File: config.mk
export PLATFORM = sky130hd
export DESIGN_NAME = adalight_tpm2_stream_parser_unit
export DESIGN_NICKNAME = d
export VERILOG_FILES = /design/src/rtl/atsp_pkg.sv /design/src/rtl/atsp_core.sv /design/src/rtl/adalight_tpm2_stream_parser_unit.sv
export SDC_FILE = /design/constraint.sdc
export NUM_CORES = 1
export LEC_CHECK = 0
export ABC_AREA = 0
export BUFFER_PORTS_ARGS = -buffer_cell sky130_fd_sc_hd__clkbuf_2
export CAP_MARGIN = 30
export CORE_MARGIN = 2
export CORE_UTILIZATION = 45
export CTS_CLUSTER_SIZE = 10
export DETAILED_ROUTE_END_ITERATION = 8
export PLACE_DENSITY_LB_ADDON = 0.1
export SYNTH_ARGS = -nofsm -noshare
export SYNTH_HDL_FRONTEND = slang
export SYNTH_SLANG_ARGS = --single-unit
File: constraint.sdc
create_clock -name clk_i -period 2.52 [get_ports clk_i]
set_input_delay 0.126 -clock clk_i [delete_from_list [all_inputs] [get_ports clk_i]]
set_output_delay 0.126 -clock clk_i [all_outputs]
set_load 0.05 [all_outputs]
File: src/rtl/atsp_pkg.sv
`timescale 1ns / 1ps
`default_nettype none
// ----------------------------------------------------------------------------
// atsp_pkg
// Shared types, byte codes and helpers for the Adalight / TPM2 stream parser.
// ----------------------------------------------------------------------------
package atsp_pkg;

  typedef enum logic [3:0] {
    ST_IDLE     = 4'd0,
    ST_HDR_D    = 4'd1,
    ST_HDR_A2   = 4'd2,
    ST_ADA_HI   = 4'd3,
    ST_ADA_LO   = 4'd4,
    ST_ADA_CHK  = 4'd5,
    ST_RED      = 4'd6,
    ST_GREEN    = 4'd7,
    ST_BLUE     = 4'd8,
    ST_TPM_TYPE = 4'd9,
    ST_TPM_HI   = 4'd10,
    ST_TPM_LO   = 4'd11
  } parse_state_e;

  typedef enum logic [3:0] {
    EV_NONE      = 4'd0,
    EV_PIXEL     = 4'd1,
    EV_PING      = 4'd2,
    EV_BAUD      = 4'd3,
    EV_JSON_DUMP = 4'd4,
    EV_BYTE_DUMP = 4'd5,
    EV_VERSION   = 4'd6,
    EV_RECONNECT = 4'd7,
    EV_BOOT      = 4'd8,
    EV_IMPROV    = 4'd9,
    EV_JSON      = 4'd10
  } event_e;

  // Received byte codes
  localparam logic [7:0] CH_ADA_A   = 8'h41;  // 'A'
  localparam logic [7:0] CH_ADA_D   = 8'h64;  // 'd'
  localparam logic [7:0] CH_ADA_A2  = 8'h61;  // 'a'
  localparam logic [7:0] CH_TPM_HDR = 8'hC9;
  localparam logic [7:0] CH_TPM_DAT = 8'hDA;
  localparam logic [7:0] CH_TPM_PNG = 8'hAA;
  localparam logic [7:0] CH_IMPROV  = 8'h49;  // 'I'
  localparam logic [7:0] CH_VERSION = 8'h76;  // 'v'
  localparam logic [7:0] CH_BOOT    = 8'h5E;  // '^'
  localparam logic [7:0] CH_RECONN  = 8'h58;  // 'X'
  localparam logic [7:0] CH_JDUMP   = 8'h6C;  // 'l'
  localparam logic [7:0] CH_BDUMP   = 8'h4C;  // 'L'
  localparam logic [7:0] CH_CONT_OFF = 8'h6F; // 'o'
  localparam logic [7:0] CH_CONT_ON = 8'h4F;  // 'O'
  localparam logic [7:0] CH_JSON    = 8'h7B;  // '{'
  localparam logic [7:0] CH_BAUD_LO = 8'hB0;
  localparam logic [7:0] CH_BAUD_HI = 8'hB7;
  localparam logic [7:0] ADA_CHK_KEY = 8'h55;

  typedef struct packed {
    event_e      event_res;
    logic        pixel_write;
    logic [15:0] pixel_index;
    logic [7:0]  red_out;
    logic [7:0]  green_out;
    logic [7:0]  blue_out;
    logic        frame_end;
    logic [2:0]  baud_index;
    logic        continuous_mode;
  } atsp_result_t;

  // floor(x / 3) for a byte: multiply by 171, drop 9 bits (exact over 0..255)
  function automatic logic [7:0] div3_u8(input logic [7:0] x);
    logic [15:0] prod;
    prod = 16'(x) * 16'd171;
    return {1'b0, prod[15:9]};
  endfunction

endpackage
`default_nettype wire

File: src/rtl/atsp_core.sv
`timescale 1ns / 1ps
`default_nettype none
// ----------------------------------------------------------------------------
// atsp_core
// Parser state and single-pass result logic; state advances on each
// accepted byte.
// ----------------------------------------------------------------------------
module atsp_core
  import atsp_pkg::*;
(
  input  wire logic         clk_i,
  input  wire logic         rst_ni,
  input  wire logic         byte_en_i,
  input  wire logic [7:0]   rx_byte_i,
  input  wire logic         override_i,
  output atsp_result_t      result_o
);

  parse_state_e state_q, state_d;
  logic [15:0]  triples_q, triples_d;
  logic [15:0]  pixel_q, pixel_d;
  logic [7:0]   check_q, check_d;
  logic [7:0]   red_q, red_d;
  logic [7:0]   green_q, green_d;
  logic         cont_q, cont_d;

  logic [15:0]  triples_dec;
  logic [7:0]   b;

  assign b = rx_byte_i;
  assign triples_dec = triples_q - 16'd1;

  always_comb begin
    state_d   = ST_IDLE;
    triples_d = triples_q;
    pixel_d   = pixel_q;
    check_d   = check_q;
    red_d     = red_q;
    green_d   = green_q;
    cont_d    = cont_q;
    result_o  = '0;

    unique case (state_q)
      ST_HDR_D:   state_d = (b == CH_ADA_D) ? ST_HDR_A2 : ST_IDLE;
      ST_HDR_A2:  state_d = (b == CH_ADA_A2) ? ST_ADA_HI : ST_IDLE;
      ST_ADA_HI: begin
        pixel_d   = '0;
        triples_d = {b, 8'h00};
        check_d   = b;
        state_d   = ST_ADA_LO;
      end
      ST_ADA_LO: begin
        triples_d = triples_q + 16'(b) + 16'd1;
        check_d   = check_q ^ b ^ ADA_CHK_KEY;
        state_d   = ST_ADA_CHK;
      end
      ST_ADA_CHK: state_d = (check_q == b) ? ST_RED : ST_IDLE;
      ST_TPM_TYPE: begin
        if (b == CH_TPM_DAT) begin
          state_d = ST_TPM_HI;
        end else if (b == CH_TPM_PNG) begin
          result_o.event_res = EV_PING;
        end
      end
      ST_TPM_HI: begin
        // (b * 256) / 3 = 85 * b + b / 3
        pixel_d   = '0;
        triples_d = 16'(b) * 16'd85 + 16'(div3_u8(b));
        state_d   = ST_TPM_LO;
      end
      ST_TPM_LO: begin
        triples_d = triples_q + 16'(div3_u8(b));
        state_d   = ST_RED;
      end
      ST_RED: begin
        red_d   = b;
        state_d = ST_GREEN;
      end
      ST_GREEN: begin
        green_d = b;
        state_d = ST_BLUE;
      end
      ST_BLUE: begin
        result_o.event_res   = EV_PIXEL;
        result_o.pixel_index = pixel_q;
        result_o.red_out     = red_q;
        result_o.green_out   = green_q;
        result_o.blue_out    = b;
        result_o.pixel_write = ~override_i;
        if (!override_i) begin
          pixel_d = pixel_q + 16'd1;
        end
        triples_d = triples_dec;
        if (triples_dec != '0) begin
          state_d = ST_RED;
        end else begin
          result_o.frame_end = 1'b1;
        end
      end
      default: begin
        // idle, and unused codes behave as idle
        unique case (b)
          CH_ADA_A:    state_d = ST_HDR_D;
          CH_TPM_HDR:  state_d = ST_TPM_TYPE;
          CH_IMPROV:   result_o.event_res = EV_IMPROV;
          CH_VERSION:  result_o.event_res = EV_VERSION;
          CH_BOOT:     result_o.event_res = EV_BOOT;
          CH_RECONN:   result_o.event_res = EV_RECONNECT;
          CH_JDUMP:    result_o.event_res = EV_JSON_DUMP;
          CH_BDUMP:    result_o.event_res = EV_BYTE_DUMP;
          CH_CONT_ON:  cont_d = 1'b1;
          CH_JSON:     result_o.event_res = EV_JSON;
          default: begin
            if (b >= CH_BAUD_LO && b <= CH_BAUD_HI) begin
              result_o.event_res  = EV_BAUD;
              result_o.baud_index = b[2:0];
            end
          end
        endcase
      end
    endcase

    // any byte other than 'O' drops continuous mode ('o' included)
    if (b != CH_CONT_ON) begin
      cont_d = 1'b0;
    end
    result_o.continuous_mode = cont_d;
  end

  always_ff @(posedge clk_i or negedge rst_ni) begin
    if (!rst_ni) begin
      state_q   <= ST_IDLE;
      triples_q <= '0;
      pixel_q   <= '0;
      check_q   <= '0;
      red_q     <= '0;
      green_q   <= '0;
      cont_q    <= 1'b0;
    end else if (byte_en_i) begin
      state_q   <= state_d;
      triples_q <= triples_d;
      pixel_q   <= pixel_d;
      check_q   <= check_d;
      red_q     <= red_d;
      green_q   <= green_d;
      cont_q    <= cont_d;
    end
  end

endmodule
`default_nettype wire

File: src/rtl/adalight_tpm2_stream_parser_unit.sv
`timescale 1ns / 1ps
`default_nettype none
// ----------------------------------------------------------------------------
// adalight_tpm2_stream_parser_unit
// Parses Adalight and TPM2 framed serial bytes into pixel writes and
// command events, one result per received byte.
// ----------------------------------------------------------------------------
// Output: registered; a result is on m_axis in the cycle after its byte is accepted.
// Throughput: 1 byte per cycle while m_axis keeps up; the parser is a single pass of logic from the
//   parser state registers into one output register.
// Reset (rst_ni low, asynchronous): parser idle, counters and held colors
//   zero, continuous mode off, override off, no result pending.
module adalight_tpm2_stream_parser_unit
  import atsp_pkg::*;
(
  input  wire logic        clk_i,
  input  wire logic        rst_ni,
  // configuration: override_pixels
  input  wire logic        cfg_we_i,
  input  wire logic        cfg_wdata_i,
  // received byte stream
  input  wire logic        s_axis_tvalid,
  output logic             s_axis_tready,
  input  wire logic [7:0]  s_axis_tdata,   // [7:0] rx_byte
  // result stream
  output logic             m_axis_tvalid,
  input  wire logic        m_axis_tready,
  // [0] pixel_write, [16:1] pixel_index, [24:17] red_out, [32:25] green_out,
  // [40:33] blue_out, [43:41] baud_index, [44] continuous_mode, [47:45] zero
  output logic [47:0]      m_axis_tdata,
  output logic [3:0]       m_axis_tuser,   // [3:0] event_res
  output logic             m_axis_tlast    // frame_end
);

  logic         override_q;
  logic         out_valid_q;
  atsp_result_t res_q;
  atsp_result_t res_d;
  logic         in_accept;

  // The output register frees up in the same cycle it is drained, so a
  // byte can be taken on every clock while the sink keeps up.
  assign s_axis_tready = ~out_valid_q | m_axis_tready;
  assign in_accept     = s_axis_tvalid & s_axis_tready;

  always_ff @(posedge clk_i or negedge rst_ni) begin
    if (!rst_ni) begin
      override_q <= 1'b0;
    end else if (cfg_we_i) begin
      override_q <= cfg_wdata_i;
    end
  end

  atsp_core u_core (
    .clk_i      (clk_i),
    .rst_ni     (rst_ni),
    .byte_en_i  (in_accept),
    .rx_byte_i  (s_axis_tdata),
    .override_i (override_q),
    .result_o   (res_d)
  );

  // result register: valid is control, payload loads on each accepted byte
  always_ff @(posedge clk_i or negedge rst_ni) begin
    if (!rst_ni) begin
      out_valid_q <= 1'b0;
    end else if (s_axis_tready) begin
      out_valid_q <= s_axis_tvalid;
    end
  end

  always_ff @(posedge clk_i) begin
    if (in_accept) begin
      res_q <= res_d;
    end
  end

  assign m_axis_tvalid = out_valid_q;
  assign m_axis_tuser  = res_q.event_res;
  assign m_axis_tlast  = res_q.frame_end;
  assign m_axis_tdata  = {3'b000,
                          res_q.continuous_mode,
                          res_q.baud_index,
                          res_q.blue_out,
                          res_q.green_out,
                          res_q.red_out,
                          res_q.pixel_index,
                          res_q.pixel_write};

endmodule
`default_nettype wire

# After elaboration in Yosys (flattened, before gate mapping)
# Index checks and enable logic that the tools add are counted.
# totals
register_bits	113
latch_bits	0
ramBits	0
romBits	0
inputBits	14
out_inout_bits	55
wordCells	98
memories	0
# classes
n_addsub	6
mul	2
div	0
magnitude_cmp	2
n_eq_ne	28
shifts	0
muxes	20
bitwise	7
n_reduce_logical	15
# ops
operator	count
$eq A8 B7 Y1 const B	11
$pmux W16 S5	1
$pmux W4 S11	1
$add A16 B1 Y16 const B	2
$pmux W16 S2	1
$pmux W4 S8	1
$eq A8 B8 Y1 const B	3
$reduce_or A22 Y1	1
$add A15 B7 Y16	1
$add A16 B7 Y16	1
$add A16 B8 Y16	1
$eq A4 B3 Y1 const B	4
$eq A4 B4 Y1 const B	4
$mul A8 B8 Y16 const B	1
$mux W16	1
$pmux W8 S2	1
$reduce_bool A16 Y1	1
$sub A16 B1 Y16 const B	1
$mul A8 B7 Y15 const B	1
$pmux W4 S3	1
$reduce_or A11 Y1	1
$mux W2	5
$reduce_or A9 Y1	1
$eq A4 B2 Y1 const B	2
22 further kinds	32

# Longest topological paths before layout
# depth
word_depth	5
mapped_depth	28

# By module
# From an unflattened synthesis, not the netlist that was laid out.
# hier_totals
hier_cells	983
area_unflattened_um2	9031.2
# by_module_without_submodules
module	instances	cells_per_inst	area_per_inst_um2	seq_area_each_um2
atsp_core	1	923	7412.1	1526.5
adalight_tpm2_stream_parser_unit	1	60	1619.1	1551.5

# Worst setup path before layout
# No wires, ideal clock.
# synth_timing
path_type	in2reg
from	input port s_axis_tdata[0]
to	register u_core.triples_q[12]
setup_time_ps	123
t_arrival_ps	6036
required_time_ps	2397
slack_ps	-3639
stages	26
path_buffers	0
cell_sequence	ha_1 -> ha_1 -> fa_1 -> inv_1 -> fa_1 -> inv_1 -> ha_1 -> a21o_1 -> a31o_1 -> a21o_1 -> a21oi_1 -> o21ai_1 -> xor2_1 -> ha_1 -> inv_1 -> fa_1 -> fa_1 -> inv_1 -> ha_1 -> o21ai_0 -> o21ai_1 -> a31oi_1 -> nor4_1 -> a41oi_1 -> nand3_1 -> o221a_1
# synth_between
elab_chain_len	3
word_cells_on_any_way	7
cone_classes	add/sub (4); mul (2); mux (1)
# synth_rtl
item	line	rtl
start: declaration	adalight_tpm2_stream_parser_unit.sv:24	input wire logic [7:0] s_axis_tdata,
$mul A8 B8 Y16 (tied with other cells)	atsp_pkg.sv:73	prod = 16'(x) * 16'd171;
$add A16 B7 Y16 (tied with other cells)	atsp_core.sv:72	triples_d = triples_q + 16'(div3_u8(b));
$pmux W16 S5 *	atsp_core.sv:43	unique case (state_q)
end signal: assignment	atsp_core.sv:141	triples_q <= triples_d;
end: declaration	atsp_core.sv:20	logic [15:0] triples_q, triples_d;
# Mark *: on every way between the ends. The rest lies on a longest branch, timed or not.
# A chain may end at the register's enable or synchronous reset.

# Worst setup path after layout
# layout_timing
from	input port s_axis_tdata[1]
to	register u_core.triples_q[10]
# Same word-level chain as after synthesis.

==> flow_summary.ini <==
[placement]
dp_hpwl_um = 20400
routabilityCongestion = 0.919
io_buffers = 65
dpl_cell_area_sq_um = 11000

[timing]
worst_slack_ns = -2.99
tightest_slew_ns = 0.679
fin_crit_sh = 2.19
relSlewSlack = 0.548
max_clock_freq_ghz = 0.182
grt_setup_unrepaired = true
setup_viol = 16
finClkSkew_ns = 0.0140
fin_crit_ns = 5.51
finalHoldViolations = 0
slew_violations = 0

[synth]
yosysWarnings = 0
yosys_register_bits = 113
syn_inst = 996
avgSynthCellArea_sq_um = 9.11
synthFlopType = dfrtp_1
syn_area_sq_um = 9070
yosys-top-cells-count = ha_1, nand2_1, nor2_1
synthArstFlopShare = 0.558
yosysTopAreaCell = dfrtp_1
synth-edff-count = 50
synth.area.top_cells = dfrtp_1, edfxtp_1, ha_1
yosysSeqAreaShare = 0.339
synth.distinct_cells = 81
yosysTopAreaCellShare = 0.174
yosysMostFrequentCell = ha_1

[cells_and_area]
antenna_cells = 0
fillers = 1705
fin_util = 0.638
finalNetCount = 1353
drive_gt1_frac = 0.333
fin_area_sq_um = 12500
area_delta_synth_final_pct = 37.8

[worst_setup_path]
max_stage_delay_ns = 0.51
crit_path_frequent_cell = ha_4
cp_slowest_cell = fa_1
worstPathMaxFanout = 4
crit_arrival_ns = 5.80
cpLargestDelayFamily = adder cells
crit_buf_inv = 3
path_class = in -> reg
crit_path_start_kind = primary input
critPathCaptureType = flop
crit_required_ns = 2.81

[cts]
cts_max_level = 4
cts_buffers = 17
clock_tree.buffer_depth = 2
clock_latency_ns = 0.43
clk_pin_slew_worst_paths_ns = 0.06
clkSinkCount = 113
root_buffer = clkbuf_16
cts_tree = yes

[detailed_routing]
drcViolationCount = 0
num_vias = 8447
wirelength_met1_um = 12100
drt_iter0_drc = 576
dr.pass1.iters = 5
routed_wl_um = 27600
wl_met3_um = 1460
top_layer = met4
wl_per_cell_um = 18.3
wl_met2_um = 13300
ant_nets = 0
vias_per_cell = 5.61

[floorplanning]
die_w_um = 146
core_area_sq_um = 19600
core.rowCount = 51
io_pins = 69
initial_utilization = 0.463
die-area_sq_um = 21300
fp.dieH_um = 146

[global_routing]
grt_pass1_vias = 8364
grt_pass1_wl_um = 44400
antenna_found_initial = 1
grt-ovfl-total = 0
grt_max_degree = 64
track_usage = 0.264

[power_and_ir_drop]
leakage_nw = 5.69
vdd_drop_max_mv = 1.34
p_per_area_nw_per_um2 = 1260

[worst_hold_path]
hold_path.class = in -> async

[run]
drv_cap = 0

[run_status]
violations = setup timing
status = finished, violations left
-- worst register-to-register path: cells and delay by family (launching register included) --
kind            cells  cell delay, ns
simple gates        1            0.07
fa+ha+maj           2            0.41
compound gates      5            1.41
mux                 1            0.13
flops               1            0.45
buf+inv             1            0.11
-- registers in the layout (all words and copies together), names as in the netlist --
signal            cells
u_core.state_q        4
m_axis_tlast          1
u_core.triples_q     16
u_core.cont_q         1
u_core.red_q          8
m_axis_tvalid         1
u_core.check_q        8
u_core.pixel_q       16
u_core.green_q        8
override_q            1
m_axis_tdata         45
m_axis_tuser          4
-- through the flow --
| stage | cells | hold WS (ns) | TNS (ns) | setup slack, ns | total power (W) |
|---|---|---|---|---|---|
| 2_1_floorplan | 998 | -0.170 | -39.67 | -3.07 | 0.00802 |
| 3_3_place_gp | 1454 | 0.357 | -47.31 | -3.42 | 0.0110 |
| 3_5_place_dp | 1454 | 0.362 | -49.44 | -3.59 | 0.0111 |
| 4_1_cts | 1498 | 0.126 | -39.60 | -2.99 | 0.0148 |
| 5_1_grt | 1506 | 0.136 | -42.49 | -3.18 | 0.0168 |
| 6_report | 1506 | 0.118 | -39.27 | -2.99 | 0.0157 |
-- layer usage --
| metal | vias up | track usage |
|---|---|---|
| met5 | - | 0 |
| met3 | 57 | 0.0436 |
| met4 | 0 | 0.0936 |
| met1 | 4062 | 0.349 |
| li1 | 4074 | - |
| met2 | 254 | 0.440 |
-- kinds of logic (layout without fill, tap and decap cells) --
| logic type | count (synthesis) | count (layout) | share of synthesized area |
|---|---|---|---|
| buffers and inverters | 125 | 368 | 0.0573 |
| adder cells (fa/ha/maj) | 111 | 111 | 0.170 |
| flip-flops | 113 | 113 | 0.339 |
| other | 1 | 3 | 0.000414 |
| AND/OR/NAND/NOR | 325 | 325 | 0.182 |
| XOR/XNOR | 60 | 60 | 0.0579 |
| multiplexers | 7 | 7 | 0.00800 |
| AO/OA/AOI/OAI | 254 | 254 | 0.185 |
-- layout make-up --
class,instances,area [sq um],area share
Multi-Input combinational cell,760,6180,0.495
Sequential cell,113,3080,0.246
Timing Repair Buffer,265,1960,0.157
Clock buffer,17,425,0.0340
Tap cell,265,332,0.0265
Inverter,71,272,0.0217
Clock inverter,15,243,0.0194
-- final timing paths --
path	from	end	slack, ns	depth (start not counted)
hold reg to reg	u_core.green_q[3]$_DFFE_PN0P_	u_core.green_q[3]$_DFFE_PN0P_	0.47	2
setup reg to reg	u_core.triples_q[0]$_DFFE_PN0P_	u_core.triples_q[12]$_DFFE_PN0P_	-0.20	10
max in group asynchronous	rst_ni	u_core.red_q[3]$_DFFE_PN0P_	1.86	4
hold / removal	rst_ni	u_core.triples_q[3]$_DFFE_PN0P_	0.12	3
setup / recovery	s_axis_tdata[1]	u_core.triples_q[10]$_DFFE_PN0P_	-2.99	26
min in group clk_i	s_axis_tdata[6]	u_core.check_q[6]$_DFFE_PN0P_	0.12	3
-- repair_timing --
action,in CTS,in global routing
hold endpoints to repair,65,0
gates resized for setup,70,51
pin swaps,44,45
hold buffers,5,0
endpoints found under the setup margin,19,19
setup buffers,8,8
-- placed cells by master, fill, tap and decap left out, types with 20 or more instances in the layout --
cell | Yosys | routed
dfrtp_1 | 63 | 62
and3_1 | 34 | 34
xor2_1 | 33 | 28
inv_1 | 68 | 55
nand3_1 | 20 | 20
xnor2_1 | 27 | 21
buf_4 | 5 | 180
o21ai_0 | 61 | 50
edfxtp_1 | 50 | 50
clkbuf_2 | 0 | 58
nand2_1 | 89 | 88
ha_1 | 91 | 66
nor2_1 | 84 | 79
a21oi_1 | 45 | 38
ha_4 | 0 | 23
-- power breakdown --
part	switching, W	internal, W	total [W]
Clock	0.00100	0.00179	0.00280
Sequential	0.000340	0.00227	0.00261
Combinational	0.00531	0.00498	0.0103
Note: power is estimated with default switching activity, not from simulation.
